===== config.mk =====
export PLATFORM = sky130hd
export DESIGN_NAME = ecpa_cfg_regs
export DESIGN_NICKNAME = d
export VERILOG_FILES = /design/src/design/ecpa_pkg.sv /design/src/design/ecpa_cfg_regs.sv
export SDC_FILE = /design/constraint.sdc
export NUM_CORES = 1
export LEC_CHECK = 0
export BUFFER_PORTS_ARGS = -buffer_cell sky130_fd_sc_hd__buf_2
export CAP_MARGIN = 10
export CORE_MARGIN = 3
export CORE_UTILIZATION = 40
export DETAILED_ROUTE_END_ITERATION = 12
export PLACE_DENSITY = 0.82
export SYNTH_ARGS = -nofsm -noshare
export SYNTH_HDL_FRONTEND = slang
export SYNTH_SLANG_ARGS = --single-unit

===== constraint.sdc =====
create_clock -name clk_i -period 1.1 [get_ports clk_i]
set_input_delay 0.22 -clock clk_i [delete_from_list [all_inputs] [get_ports clk_i]]
set_output_delay 0.22 -clock clk_i [all_outputs]
set_load 0.005 [all_outputs]

===== src/design/ecpa_pkg.sv =====
// shared types, constants and field arithmetic helpers for the point adder
package ecpa_pkg;

  localparam int ELEM_W = 64;
  localparam int CNT_W  = $clog2(ELEM_W);
  localparam int CFG_AW = 4;

  typedef logic [ELEM_W-1:0] elem_t;

  typedef enum logic {
    OP_MUL,
    OP_RED
  } fop_e;

  typedef struct packed {
    logic start;
    fop_e op;
  } fu_ctl_t;

  localparam logic  REG_PRIME = 1'b0;
  localparam logic  REG_COEFF = 1'b1;
  localparam elem_t P_RESET   = elem_t'(64'hFFFF_FFFF_FFFF_FFC5);
  localparam elem_t ELEM_ZERO = elem_t'(0);
  localparam elem_t ELEM_ONE  = elem_t'(1);
  localparam elem_t ELEM_TWO  = elem_t'(2);

  function automatic elem_t fadd(elem_t a, elem_t b, elem_t m);
    logic [ELEM_W:0] s;
    s = {1'b0, a} + {1'b0, b};
    if (s >= {1'b0, m}) begin
      s = s - {1'b0, m};
    end
    return s[ELEM_W-1:0];
  endfunction

  function automatic elem_t fsub(elem_t a, elem_t b, elem_t m);
    elem_t r;
    if (a >= b) begin
      r = a - b;
    end else begin
      r = a + (m - b);
    end
    return r;
  endfunction

endpackage


===== src/design/ecpa_cfg_regs.sv =====
// apb register bank holding the field modulus and curve coefficient
module ecpa_cfg_regs (
  input  logic                        clk_i,
  input  logic                        rst_ni,
  input  logic                        psel,
  input  logic                        penable,
  input  logic                        pwrite,
  input  logic [ecpa_pkg::CFG_AW-1:0] paddr,
  input  logic [63:0]                 pwdata,
  output logic [63:0]                 prdata,
  output logic                        pready,
  output ecpa_pkg::elem_t             prime_o,
  output ecpa_pkg::elem_t             coeff_o
);

  ecpa_pkg::elem_t prime_q;
  ecpa_pkg::elem_t coeff_q;
  logic            wr_en;

  assign wr_en  = psel && penable && pwrite;
  assign pready = 1'b1;

  always_ff @(posedge clk_i or negedge rst_ni) begin
    if (!rst_ni) begin
      prime_q <= ecpa_pkg::P_RESET;
      coeff_q <= ecpa_pkg::ELEM_ZERO;
    end else if (wr_en) begin
      case (paddr[3])
        ecpa_pkg::REG_PRIME: prime_q <= pwdata[ecpa_pkg::ELEM_W-1:0];
        ecpa_pkg::REG_COEFF: coeff_q <= pwdata[ecpa_pkg::ELEM_W-1:0];
        default: ;
      endcase
    end
  end

  always_comb begin
    case (paddr[3])
      ecpa_pkg::REG_PRIME: prdata = 64'(prime_q);
      ecpa_pkg::REG_COEFF: prdata = 64'(coeff_q);
      default:             prdata = '0;
    endcase
  end

  assign prime_o = prime_q;
  assign coeff_o = coeff_q;

endmodule


Word level (Yosys, flattened, before mapping)

Index checks and enable logic that the tools add are counted.

Register bits after elaboration: 128

Mux-type cells: 1
Bitwise logic cells: 1
Reductions and logical operators: 4

Operator list:

| cell                                   | count |
|---|---|
| 64-bit one-hot mux with 2 select lines | 1 |
| 2-bit AND reduction                    | 2 |
| 1-bit logical AND                      | 2 |
| 1-bit inverter                         | 1 |

Longest topological paths before layout

Word-level depth: 3
Mapped depth: 4
Mapped depth without buffers: 2

Worst setup path after synthesis

Ideal clock, no wire load.

Kind: input to output
Start: input paddr[3] (netlist bit)
End: output prdata[10]
Arrival time: 920 ps
Data required time: 880 ps
Slack: -40 ps
Stages: 3
Buffers on the path: 2
Cells stage by stage: buf_2 buf_4 mux2_2

Cells in the longest elaborated chain, start to end: 2

RTL lines:

| item                                       | RTL line            | text |
|---|---|---|
| from (decl)                                | ecpa_cfg_regs.sv:8  | `input logic [ecpa_pkg::CFG_AW-1:0] paddr,` |
| 1-bit inverter (no source line)            | --                  |  |
| 64-bit one-hot mux with 2 select lines (*) | ecpa_cfg_regs.sv:37 | `case (paddr[3])` |
| to (decl)                                  | ecpa_cfg_regs.sv:10 | `output logic [63:0] prdata,` |

Every way passes the cells marked *; elsewhere a longest branch is shown, timed or not.

Worst setup path in the final report

Start: register coeff_q[35] (netlist: coeff_o[35])
End: output prdata[35]

Cells in the longest elaborated chain, start to end: 1

RTL lines:

| item                                   | RTL line            | text |
|---|---|---|
| from (decl)                            | ecpa_cfg_regs.sv:17 | `ecpa_pkg::elem_t coeff_q;` |
| from (signal assigned)                 | ecpa_cfg_regs.sv:26 | `coeff_q <= ecpa_pkg::ELEM_ZERO;` |
| from (signal assigned)                 | ecpa_cfg_regs.sv:30 | `ecpa_pkg::REG_COEFF: coeff_q <= pwdata[ecpa_pkg::ELEM_W-1:0];` |
| 64-bit one-hot mux with 2 select lines | ecpa_cfg_regs.sv:37 |  |

No other way between the ends.

==> results.md <==
* Worst-Skew Late Latency at 0.41 ns
* DIE AREA at 16100 µm²
* Critical setup path kind: reg2out
* Sequential Area at 3280 µm²
* CTS H-tree depth at 4
* Die width at 127 µm
* Routed vias/inst at 5.06
* M3 GR Usage at 6.44%
* CTS tree: yes
* Final Util at 76.1%
* Slack of the critical path at -0.358 ns
* DRC at 0
* CP top delay family: flip-flops
* Leading cell type in the layout, fill and taps excluded: buf_6
* Initial antenna violation count at 0
* Synthesized area at 5860 µm²
* Hold Crit Start: pwdata[38]
* Yosys Warn Count at 0
* First drt pass iteration count at 4
* Max-Cap Viols at 0
* Area of the multi-input gates at 2660 µm²
* Fin. max-slew vios at 0
* Synth top area cells: dfrtp_1 (29%), dfstp_2 (27%), mux2_2 (24%)
* Vias in the first global route at 5084
* Layout Nets at 829
* VDD IR max at 0.00108 V
* Highest-delay cell along the critical path: dfrtp_1
* Critical Path AT at 1.24 ns
* Initial Utilization at 41.6%
* Status: finished with violations
* Cell accounting for the most synthesized area: dfrtp_1
* Setup-failing EPs final at 212
* Clk slew on worst S/H paths at 0.06 ns
* Gate Count Post-Synth at 344
* Setup WS pre-CTS at -0.401 ns
* Post-route ant nets at 0
* GP Congestion at 0.784
* Gr ovfl total at 0
* Startpoint Class: flip-flop
* Post-synthesis area per instance at 17.0 µm²
* Post-synth top area share at 29.0%
* Root Buffer: clkbuf_16
* CP Buf/Inv Count at 1
* Layout cells sized above 1 at 90.1%
* Global Route met1 Usage at 25.3%
* Unrepaired setup endpoints after global routing: yes
* Area growth, synth to finish at 82.9%
* WL/cell at 22.7 µm
* Most frequent cells in the layout: buf_6 (225), mux2_4 (123), buf_2 (107), dfrtp_1 (68), buf_4 (67)
* Pwr per Cell Area at 2090 nW/µm²
* Critical path launch point: coeff_o[35]$_DFFE_PN0P_
* Die Y at 127 µm
* Crit Path Max Fanout at 3
* # rows at 43
* WP data required at 0.88 ns
* Worst hold path type: in2reg
* Worst-margin pin slew at 0.504 ns
* Filler cells at 727
* Sink Count at 128
* Rel. slew slack at 66.4%
* DRT iter0 DRCs at 236
* Final Hold Fails at 0
* Final period utilization at 133%
* Failing checks: setup timing
* FMAX at 686 MHz
* Port Buffers at 261
* Setup TNS at -43.78 ns
* Global route hottest layer: met2
* Core ar. at 14100 µm²
* Post-Route WL at 21.5 mm
* Net count after synthesis at 417
* Clock Skew at 0 ns
* Met2 Use GR at 42.6%
* Largest net degree at the start of global routing at 69
* Leak at 0.00546 µW
* Seq/Total Area, Yosys at 55.9%
* Top-level I/O count at 266
* ANT cells at 0
* Clock tree buffer depth at 2
* RR Startpoint: prime_o[32]$_DFFE_PN1P_
* Crit path capture type: output port
* FF+latch count, synth at 128
* Netlist cell types at 11
* Num CTS Buffers at 17
* Via count at 4803
* CP max stage delay at 0.43 ns
* Cells along the critical path: mux2_4, buf_6
* First-pass GRT wire length at 29.0 mm
* Post-DP HPWL at 10.1 mm
* Total GRT Usage at 23.1%
* Min cycle time layout at 1.46 ns
==> layer usage <==
| layer | vias to the layer above | share of wire [%] |
|---|---|---|
| li1 | 2064 | - |
| met1 | 2471 | 37 |
| met2 | 222 | 55 |
| met3 | 46 | 5.2 |
| met4 | 0 | 2.8 |
| met5 | - | 0 |
==> report_power, final <==
| part | total [µW] | internal, µW | leakage [µW] | switching, µW |
|---|---|---|---|---|
| clock network | 6470 | 4310 | 0.000330 | 2150 |
| registers | 7140 | 6140 | 0.00145 | 1010 |
| logic | 8760 | 6090 | 0.00368 | 2680 |
| total | 22400 | 16500 | 0.00546 | 5840 |
==> flip-flops by register name (all words and copies together), names as in the netlist <==
| register | cells |
|---|---|
| coeff_o | 64 |
| prime_o | 64 |
==> cells in the mapped netlist (all sizes together) <==
| cell type | instances |
|---|---|
| dfstp | 60 |
| dfrtp | 68 |
| buf | 21 |
| mux2 | 192 |
| nand4 | 1 |
| conb | 1 |
| nand4b | 1 |
==> path summary, 6_finish.rpt <==
path | to | depth (start not counted) | slack [ns]
min in group asynchronous | coeff_o[26]$_DFFE_PN0P_ | 3 | 0.38
setup / recovery | prdata[35] | 2 | -0.36
setup reg to reg | prime_o[32]$_DFFE_PN1P_ | 4 | 0.03
hold reg to reg | coeff_o[39]$_DFFE_PN0P_ | 1 | 0.53
hold / removal | prime_o[38]$_DFFE_PN1P_ | 2 | 0.05
max in group asynchronous | prime_o[50]$_DFFE_PN1P_ | 3 | 0.37
==> metrics by stage <==
| stage | total power, µW | std cells | instance area [µm²] | hold WS, ns |
|---|---|---|---|---|
| after global placement | 11100 | 779 | 7450 | 0.251 |
| after global routing | 23300 | 949 | 10700 | 0.0394 |
| after detailed placement | 11300 | 779 | 7450 | 0.264 |
| after floorplan | 8950 | 344 | 5890 | -0.0756 |
| final | 22400 | 949 | 10700 | 0.0536 |
| after CTS | 20900 | 895 | 9950 | 0.0196 |
==> cells by family (layout without fill, tap and decap cells) <==
family                 count (synthesis)  after routing  share of synthesized area, %
muxes                                192            192                          40.7
and+or+nand+nor                        2              2                         0.512
buffers and inverters                 21            446                          2.77
other                                  1              1                        0.0640
DFF                                  128            128                          55.9
==> repair_timing <==
action,CTS,global route
buffers inserted,83,79
hold buffers,1,0
setup endpoints to repair,192,199
hold endpoints to repair,68,0
resized for setup,235,87
cloned,0,5
==> layout make-up <==
class / count / share of cell area [%]
clock buffers: 18 / 4.10
well taps: 180 / 2.10
flip-flops and latches: 128 / 30.6
clock inverters: 14 / 2.22
multi-input cells: 195 / 24.8
repair buffers: 414 / 36.2
Note: power is estimated with default switching activity, not from simulation.
