===== src/design/ecpa_pkg.sv =====
// shared types, constants and field arithmetic helpers for the point adder
package ecpa_pkg;

  localparam int ELEM_W = 64;
  localparam int CNT_W  = $clog2(ELEM_W);
  localparam int CFG_AW = 4;

  typedef logic [ELEM_W-1:0] elem_t;

  typedef enum logic {
    OP_MUL,
    OP_RED
  } fop_e;

  typedef struct packed {
    logic start;
    fop_e op;
  } fu_ctl_t;

  localparam logic  REG_PRIME = 1'b0;
  localparam logic  REG_COEFF = 1'b1;
  localparam elem_t P_RESET   = elem_t'(64'hFFFF_FFFF_FFFF_FFC5);
  localparam elem_t ELEM_ZERO = elem_t'(0);
  localparam elem_t ELEM_ONE  = elem_t'(1);
  localparam elem_t ELEM_TWO  = elem_t'(2);

  function automatic elem_t fadd(elem_t a, elem_t b, elem_t m);
    logic [ELEM_W:0] s;
    s = {1'b0, a} + {1'b0, b};
    if (s >= {1'b0, m}) begin
      s = s - {1'b0, m};
    end
    return s[ELEM_W-1:0];
  endfunction

  function automatic elem_t fsub(elem_t a, elem_t b, elem_t m);
    elem_t r;
    if (a >= b) begin
      r = a - b;
    end else begin
      r = a + (m - b);
    end
    return r;
  endfunction

endpackage


===== src/design/ecpa_field_unit.sv =====
// bit-serial modular multiplier and reducer, one operand bit shifted in per step
module ecpa_field_unit (
  input  logic              clk_i,
  input  logic              rst_ni,
  input  ecpa_pkg::fu_ctl_t ctl_i,
  input  ecpa_pkg::elem_t   a_i,
  input  ecpa_pkg::elem_t   b_i,
  input  ecpa_pkg::elem_t   m_i,
  output logic              done_o,
  output ecpa_pkg::elem_t   res_o
);

  logic                       busy_q;
  logic                       done_q;
  logic                       phase_q;
  ecpa_pkg::fop_e             op_q;
  logic [ecpa_pkg::CNT_W-1:0] cnt_q;
  ecpa_pkg::elem_t            acc_q;
  ecpa_pkg::elem_t            a_q;
  ecpa_pkg::elem_t            sh_q;

  ecpa_pkg::elem_t            dbl;
  ecpa_pkg::elem_t            addv;
  logic [ecpa_pkg::ELEM_W:0]  rem;
  logic [ecpa_pkg::ELEM_W:0]  rem_d;
  logic                       last;

  always_comb begin
    dbl  = ecpa_pkg::fadd(acc_q, acc_q, m_i);
    addv = ecpa_pkg::fadd(acc_q, a_q, m_i);
    rem  = {acc_q, sh_q[ecpa_pkg::ELEM_W-1]};
    if (rem >= {1'b0, m_i}) begin
      rem_d = rem - {1'b0, m_i};
    end else begin
      rem_d = rem;
    end
    last = (cnt_q == ecpa_pkg::CNT_W'(ecpa_pkg::ELEM_W - 1));
  end

  always_ff @(posedge clk_i or negedge rst_ni) begin
    if (!rst_ni) begin
      busy_q  <= 1'b0;
      done_q  <= 1'b0;
      phase_q <= 1'b0;
      op_q    <= ecpa_pkg::OP_MUL;
      cnt_q   <= '0;
      acc_q   <= '0;
      a_q     <= '0;
      sh_q    <= '0;
    end else begin
      done_q <= busy_q && last && (op_q == ecpa_pkg::OP_RED || phase_q);
      if (ctl_i.start && !busy_q) begin
        busy_q  <= 1'b1;
        op_q    <= ctl_i.op;
        a_q     <= a_i;
        sh_q    <= b_i;
        acc_q   <= '0;
        cnt_q   <= '0;
        phase_q <= 1'b0;
      end else if (busy_q) begin
        case (op_q)
          ecpa_pkg::OP_MUL: begin
            if (!phase_q) begin
              acc_q   <= dbl;
              phase_q <= 1'b1;
            end else begin
              if (sh_q[ecpa_pkg::ELEM_W-1]) begin
                acc_q <= addv;
              end
              sh_q    <= sh_q << 1;
              phase_q <= 1'b0;
              cnt_q   <= cnt_q + ecpa_pkg::CNT_W'(1);
              if (last) begin
                busy_q <= 1'b0;
              end
            end
          end
          ecpa_pkg::OP_RED: begin
            acc_q <= rem_d[ecpa_pkg::ELEM_W-1:0];
            sh_q  <= sh_q << 1;
            cnt_q <= cnt_q + ecpa_pkg::CNT_W'(1);
            if (last) begin
              busy_q <= 1'b0;
            end
          end
          default: begin
            busy_q <= 1'b0;
          end
        endcase
      end
    end
  end

  assign done_o = done_q;
  assign res_o  = acc_q;

endmodule


===== config.mk =====
export PLATFORM = sky130hd
export DESIGN_NAME = ecpa_field_unit
export DESIGN_NICKNAME = d
export VERILOG_FILES = /design/src/design/ecpa_pkg.sv /design/src/design/ecpa_field_unit.sv
export SDC_FILE = /design/constraint.sdc
export NUM_CORES = 1
export LEC_CHECK = 0
export BUFFER_PORTS_ARGS = -buffer_cell sky130_fd_sc_hd__buf_2
export CAP_MARGIN = 30
export CORE_MARGIN = 3
export CORE_UTILIZATION = 30
export CTS_CLUSTER_SIZE = 40
export DETAILED_ROUTE_END_ITERATION = 6
export SLEW_MARGIN = 10
export SYNTH_ARGS = -nofsm -noshare
export SYNTH_HDL_FRONTEND = slang
export SYNTH_SLANG_ARGS = --single-unit

===== constraint.sdc =====
create_clock -name clk_i -period 10.5 [get_ports clk_i]
set_clock_uncertainty 0.2 [all_clocks]
set_input_delay 1.575 -clock clk_i [delete_from_list [all_inputs] [get_ports clk_i]]
set_output_delay 1.575 -clock clk_i [all_outputs]
set_load 0.02 [all_outputs]

### After elaboration in Yosys (flattened, before gate mapping)

Cells that the tools add are included.
Widths: inputs -> output; s select.

| word-level totals | value |
|---|---|
| flip-flop bits (word level) | 202 |
| bits of input ports | 196 |
| output and inout port bits | 65 |
| word-level logic and storage cells | 56 |

| cells by class | value |
|---|---|
| add/subtract/negate cells | 6 |
| order comparisons | 3 |
| eq/ne operators | 4 |
| multiplexer cells | 25 |
| bitwise gates (word level) | 1 |
| reductions and logical operators | 9 |

Operator list:

| cell | count |
|---|---|
| $mux 64 | 10 |
| $pmux 64 s2 | 2 |
| $ge 65x64->1 | 3 |
| $sub 64x64->64 | 3 |
| $add 64x64->65 | 2 |
| $mux 6 | 3 |
| $pmux 6 s2 | 1 |
| $mux 1 | 8 |
| $add 6x1->6 const B | 1 |
| $eq 6x6->1 const B | 1 |
| $reduce_and 2->1 | 3 |
| $ne 4x4->1 const B | 1 |
| $logic_and 1x1->1 | 3 |
| $ne 3x3->1 const B | 1 |
| $ne 2x1->1 const B | 1 |
| $pmux 1 s2 | 1 |
| $reduce_bool 2->1 | 1 |
| $logic_not 1->1 | 1 |
| $logic_or 1x1->1 | 1 |
| $not 1->1 | 1 |

### Depth between registers and ports, before layout

Gate-level depths: netlist (run 1).

| depth | value |
|---|---|
| word-level depth | 8 |
| mapped depth | 27 |
| gate-level depth less buffers | 23 |

### Worst setup path after synthesis (run 1)

OpenSTA, ideal clock, no wires.

| path | value |
|---|---|
| path type | flip-flop to flip-flop |
| from | register acc_q[15], in the netlist res_o[15] |
| to | register acc_q[26], in the netlist res_o[26] |
| library setup time | 122 ps |
| arrival | 5440 ps |
| data required time | 10178 ps |
| slack | 4739 ps |
| cell stages (with the launch flop) | 23 |
| path buffers | 2 |
| period minus slack after synthesis | 5761 ps |
| cell sequence | dfrtp_1 ha_1 nand2_1 or3_1 or4b_4 a211oi_4 a21oi_2 o41ai_4 a21oi_1 xnor2_1 ha_1 a21o_1 a21o_1 a21oi_1 o21ai_0 o211ai_1 o211ai_1 o21bai_1 o21ba_2 clkbuf_1 clkbuf_1 o211ai_1 a32o_1 |

| on the way | value |
|---|---|
| word-level cells in the longest chain between the ends | 8 |
| elaborated cells on any way between the ends | 16 |
| those cells by class | add/sub (5); order compare (3); mux (8) |

Ends and longest elaborated chain:

| what | RTL line | source |
|---|---|---|
| start, declared | ecpa_field_unit.sv:18 | `ecpa_pkg::elem_t acc_q;` |
| start signal, assigned | ecpa_field_unit.sv:64 | `acc_q <= dbl;` |
| start signal, assigned | ecpa_field_unit.sv:68 | `acc_q <= addv;` |
| start signal, assigned | ecpa_field_unit.sv:79 | `acc_q <= rem_d[ecpa_pkg::ELEM_W-1:0];` |
| $add 64x64->65 | ecpa_pkg.sv:29 | `s = {1'b0, a} + {1'b0, b};` |
| $sub 64x64->64 / $ge 65x64->1 (equally long branches) | ecpa_pkg.sv:31, ecpa_pkg.sv:30 |  |
| $mux 64 | ecpa_pkg.sv:30 | `if (s >= {1'b0, m}) begin` |
| $mux 64 | ecpa_field_unit.sv:67 | `if (sh_q[ecpa_pkg::ELEM_W-1]) begin` |
| $mux 64 | ecpa_field_unit.sv:63 | `if (!phase_q) begin` |
| $pmux 64 s2 * | ecpa_field_unit.sv:61 | `case (op_q)` |
| $mux 64 * | ecpa_field_unit.sv:60 | `end else if (busy_q) begin` |
| $mux 64 * | ecpa_field_unit.sv:52 | `if (ctl_i.start && !busy_q) begin` |

Mark *: on every way between the ends. The rest lies on a longest branch, timed or not. The select of a mux whose other input is x is not followed.
A chain may end at the register's enable or synchronous reset.

### Worst setup path after layout (run 1)

| path | value |
|---|---|
| from | register acc_q[6], in the netlist res_o[6] |
| to | register acc_q[10], in the netlist res_o[10] |

Same word-level chain as after synthesis.

==> impl_results.md, run 1 <==
* Status: finished clean
* Worst Hold Depth at 2
* Critical Path Start Type: register
* CTS buffer count at 24
* Sequential-to-total area share from yosys stat at around a fifth
* IO Port Bufs at 260
* Critical path class: register to register
* FF-to-FF setup slack at approximately 2.9 ns
* Clk slew on worst S/H paths at 0.07 ns
* RSZ-0062 raised after global routing: no
* Synth Register Bits at about 200
* Initial core utilization at approximately 30%
* EDFF count, synth at 0
* HPWL after DPL at about 95 mm
* Detail Route Antenna Nets at 0
* Routability cong. at roughly 1.0
* Slew Limit Fails at 0
* Initial antenna violation count at 22
* Worst skew pair latency at between 0.5 and 0.6 ns
* Distinct cells, synth at just under 80
* Post-CTS Setup Inserts at 0
* Commonest cells after routing, fill and taps aside: nand2_1, a21oi_1, nor2_1, o21ai_0, buf_2
* Total GRT Usage at 25.8%
* Leading cell type in the layout, fill and taps excluded: nand2_1
* Fin nets at between 3000 and 4000
* Vias in the first global route at 25432
* Worst hold slack at 0.275 ns
* Period utilisation layout at between 70% and 80%
* Fraction of layout cells with a size suffix above 1 at a little over a tenth
* Via/cell ratio at roughly 5.9
* FMAX at roughly 130 MHz
* Slew margin rel. at between 10% and 20%
* WP data arrival at a little under 8 ns
* Residual DRC at 0
* Hold endpoint: a_q[38]
* DR WL/cell at ~25 microns
* Syn Inst Count at around 3500
* Die area at 84200 sq um
* FF-to-FF path depth at 22
* CTS tree: yes
* Initial DRC count at roughly 3000
* Syn Nets at ~3900
* Primary FF master, synth: dfrtp_1
* Fin Setup TNS at 0 ns
* Clock buffer depth at 3
* R2r endpoint: res_o[10]
* CTS H-Tree Depth at 1
* Syn Std Cell Area at 24200 sq um
* Warnings from Yosys at 0
* Die Width at roughly 290 microns
* Wire length of the first global-routing pass at 167 mm
* Die height at 290 microns
* Count of boundary I/O pins at 261
* Startpoint of the worst hold path: a_q[38]
* Async set-reset flop share out of synthesis at between 90% and 100%
* Minimum clock period at ~7.6 ns
* Area growth from synthesis to layout at 12.3%
* Core area at around 80000 sq um
* Final Setup Violations at 0
* CTS sink cnt at about 200
* Critical Path Sink Type: register
* Post-cts sizing count at 0
* MaxCap Viol Count at 0
* Root buffer cell: clkbuf_16
* GRT overflow at 0
* Largest net degree at the start of global routing at just under 100
* Worst-Margin Slew at around 1.2 ns
* Crit-path max FO at 36
* Drt total wl at 115 mm
* Num rows at ~100
* DR vias at roughly 27000
* Reg-to-reg startpoint: res_o[6]
* Mean Syn Cell Area at between 6 and 7 sq um
* Pre-antenna DRT Iters at 6
* HP Class: register to register
* Post-cts hold buffer count at 0
* Critical Path RT at 10.74 ns
* Final Hold Viols at 0
==> flip-flops by register name, summed over array words and instances, names as in the netlist <==
register	count
a_q	64
busy_q	1
op_q	1
cnt_q	6
phase_q	1
res_o	64
sh_q	64
done_o	1
==> synthesized netlist by cell type, types with 46 or more instances <==
master | instances | area share (%)
o211ai_1 | 46 | 1.4
a21oi_1 | 400 | 8.3
nand4_1 | 86 | 2.2
inv_1 | 128 | 2.0
clkbuf_1 | 201 | 3.1
nor2_1 | 297 | 4.6
a21o_1 | 74 | 2.3
nor3_1 | 47 | 0.97
xnor2_1 | 135 | 4.9
ha_1 | 194 | 10
dfrtp_1 | 202 | 21
nand2_1 | 658 | 10
o21ai_0 | 265 | 5.5
a31oi_1 | 108 | 2.8
xor2_1 | 105 | 3.8
nand3_1 | 54 | 1.1
==> through the flow <==
step / worst slack [ns] / std cells / util [%] / area, sq um
6_report: 2.91 / 4661 / 34.2 / 27200
5_1_grt: 2.63 / 4652 / 34.2 / 27200
4_1_cts: 2.95 / 4646 / 34.1 / 27100
3_5_place_dp: 2.99 / 4603 / 33.1 / 26300
3_3_place_gp: 2.56 / 4599 / 33.0 / 26300
2_1_floorplan: 4.74 / 3479 / - / 24200
==> final cells by class <==
cell class / instances / area [sq um]
antenna: 13 / 32.5
clock buffer: 33 / 686
clock inverter: 10 / 119
fill: 8658 / 52300
inverter: 128 / 480
multi-input combinational: 2926 / 17900
sequential: 202 / 5060
tap: 1050 / 1310
timing repair buffer: 299 / 1640
==> logic make-up after synthesis <==
family	synth area share (%)
AOI/OAI and AO/OA	30.7
xor gates and xnor gates	8.75
adders and majority gates	10.4
buffers and inverters	5.54
DFF	20.9
muxes	1.46
and+or+nand+nor	22.3
==> critical path: stages, from the launching register on <==
cell      delay [ns]
dfrtp_1         0.51
ha_1            0.44
a21oi_1         0.12
a21boi_0        0.43
nand4_1         0.21
a31oi_1         0.55
nor2_1          0.17
o31ai_1         0.43
a31oi_1         0.18
xnor2_1         0.21
ha_1            0.58
nand4_1         0.24
nor4_2          0.75
nand4_1         0.18
o31ai_1         0.28
a31oi_1         0.12
o211ai_1        0.10
o21bai_1        0.14
o21bai_4        0.31
buf_4           0.59
mux2i_1         0.31
a21oi_1         0.09
a221o_1         0.28
==> worst max path at each step <==
| stage | start | end | slack [ns] | depth (start not counted) |
|---|---|---|---|---|
| after floorplan | res_o[15] | res_o[26] | 4.74 | 22 |
| after global placement | res_o[32] | res_o[29] | 2.56 | 22 |
| after detailed placement | res_o[6] | res_o[10] | 2.99 | 22 |
| after CTS | res_o[6] | res_o[10] | 2.95 | 22 |
| after global routing | res_o[27] | res_o[10] | 2.63 | 23 |
| final | res_o[6] | res_o[10] | 2.91 | 22 |
==> per-layer routing <==
layer  up-vias  global-route usage, %  part of all wire (%)
met3       230                   4.66                   8.9
met4        18                   10.9                   5.1
li1      12729                      -                     -
met1     13050                   36.8                    45
met2      1385                   38.0                    41
met5         -                      0                 0.082
Power of run 1 is left out: the tool's default activity adds up to more than one toggle a clock period on the data nets, which glitch-free logic cannot reach.
==> inputs of run 2 (changes only) <==
Clock period 10.5 ns to 6.3 ns, I/O delays scaled along.
==> impl_results.md, run 2 (synthesized netlist as in run 1, its figures left out) <==
* Cell family with most CP delay: compound AO/OA/AOI/OAI gates (unchanged)
* Largest net degree at the start of global routing at 87 (was 99)
* R2r endpoint: res_o[1] (was res_o[10])
* Detail Route Antenna Nets at 0 (unchanged)
* CTS buffer count at 25 (was 24)
* MaxCap Viol Count at 0 (unchanged)
* DR WL/cell at 24.5 microns (was 24.7 microns)
* FF-to-FF path depth at 25 (was 22)
* Final Core Density at 36.3% (was 34.2%)
* CTS H-Tree Depth at 1 (unchanged)
* Slew Limit Fails at 0 (unchanged)
* Status: finished clean (unchanged)
* Critical path origin: res_o[0] (was res_o[6])
* Critical Path Start Type: register (unchanged)
* Root buffer cell: clkbuf_16 (unchanged)
* Minimum clock period at 6.12 ns (was 7.59 ns)
* Die area at 84200 sq um (unchanged)
* Crit-path max FO at 8 (was 36)
* Initial antenna violation count at 19 (was 22)
* Critical Path RT at 6.54 ns (was 10.74 ns)
* Total GRT Usage at 26.6% (was 25.8%)
* Crit-path max cell delay at 0.54 ns (was 0.75 ns)
* Die height at 290 microns (unchanged)
* Pre-antenna DRT Iters at 6 (unchanged)
* FF-to-FF setup slack at 0.18 ns (was 2.91 ns)
* Vias in the first global route at 26045 (was 25432)
* CTS tree: yes (unchanged)
* CTS sink cnt at 202 (unchanged)
* Core area at 79500 sq um (unchanged)
* Initial core utilization at 30.5% (unchanged)
* Worst skew pair latency at 0.56 ns (was 0.55 ns)
* IO Port Bufs at 260 (unchanged)
* Final Setup Violations at 0 (unchanged)
* HP Class: input pin to async pin (was register to register)
* DR vias at 28048 (was 27412)
* Area growth from synthesis to layout at 19.2% (was 12.3%)
* Via/cell ratio at 5.81 (was 5.88)
* HPWL after DPL at 97.6 mm (was 94.9 mm)
* Clock buffer depth at 3 (unchanged)
* Clk slew on worst S/H paths at 0.07 ns (about the same)
* Num rows at 103 (unchanged)
* Commonest cells after routing, fill and taps aside: nand2_1, a21oi_1, nor2_1, buf_2, o21ai_0 (was nand2_1, a21oi_1, nor2_1, o21ai_0, buf_2)
* Leading cell type in the layout, fill and taps excluded: nand2_1 (unchanged)
* Count of boundary I/O pins at 261 (unchanged)
* Worst hold slack at 0.164 ns (was 0.275 ns)
* Fin nets at 4139 (was 3975)
* Die Width at 290 microns (unchanged)
* Bufs and invs on worst path at 3 (was 1)
* Critical path class: register to register (unchanged)
* Post-cts hold buffer count at 0 (unchanged)
* Period utilisation layout at 97.2% (was 72.3%)
* Reg-to-reg startpoint: res_o[0] (was res_o[6])
* GRT overflow at 0 (unchanged)
* Wire length of the first global-routing pass at 172 mm (was 167 mm)
* Final Hold Viols at 0 (unchanged)
* Routability cong. at 1.04 (was 1.05)
* Critical Path Sink Type: register (unchanged)
* Slew margin rel. at 41.6% (was 19.1%)
* WP data arrival at 6.37 ns (was 7.83 ns)
* Worst-Margin Slew at 0.869 ns (was 1.21 ns)
* FMAX at 163 MHz (was 132 MHz)
* Fraction of layout cells with a size suffix above 1 at 16.0% (was 10.6%)
* Critical path depth in cells at 25 (was 22)
* Slowest cell on crit path: or4b_4 (was nor4_2)
* Initial DRC count at 3000 (was 2966)
* Drt total wl at 118 mm (was 115 mm)
* CP endpoint: res_o[1] (was res_o[10])
* Residual DRC at 0 (unchanged)
[run 2: how the worst min path moves through the flow]
stage	slack, ns	end	depth (start not counted)	from
finish	0.16	sh_q[12]	1	rst_ni
global route	0.20	sh_q[12]	1	rst_ni
CTS	0.17	res_o[40]	1	rst_ni
detailed placement	0.27	a_q[0]	2	a_q[0]
global placement	0.26	a_q[34]	2	a_q[34]
floorplan	0.25	a_q[0]	2	a_q[0]
[run 2: metal layers]
| layer | global-route usage, % | share of wire (%) | wire [microns] |
|---|---|---|---|
| met1 | 38.1 | 45 | 52800 |
| met2 | 38.7 | 41 | 48600 |
| met3 | 5.15 | 9.4 | 11100 |
| met4 | 11.1 | 4.9 | 5850 |
| met5 | 0 | 0.079 | 94 |
[run 2: repair_timing]
| action | in CTS | in global routing |
|---|---|---|
| endpoints found under the setup margin | 11 | 63 |
| setup buffers | 0 | 12 |
| resized for setup | 6 | 66 |
| pin swaps | 0 | 19 |
| cloned | 0 | 2 |
[run 2: final cells by class]
class / count / area, sq um
Clock inverter: 17 / 224
Multi-Input combinational cell: 2926 / 18100
Tap cell: 1050 / 1310
Fill cell: 8536 / 50700
Antenna cell: 11 / 27.5
Sequential cell: 202 / 5060
Clock buffer: 29 / 671
Inverter: 128 / 480
Timing Repair Buffer: 462 / 2950
[run 2: through the flow]
step | area, sq um | setup TNS (ns) | std cells | setup WS (ns)
global placement | 27500 | -0.185 | 4751 | -0.173
floorplan | 24200 | 0 | 3479 | 0.539
finish | 28900 | 0 | 4825 | 0.179
detailed placement | 27500 | -0.195 | 4753 | -0.136
CTS | 28400 | 0 | 4799 | 0.00633
global route | 28800 | -0.101 | 4816 | -0.0225
[run 2: worst register-to-register path: cells and delay by family (launching register included)]
family / cells / cell delay, ns
flops: 1 / 0.35
simple gates: 1 / 0.54
mux: 1 / 0.13
compound gates: 16 / 3.23
fa+ha+maj: 3 / 0.80
xor+xnor: 1 / 0.19
buf+inv: 3 / 0.58
Power of run 2 is left out for the same reason.
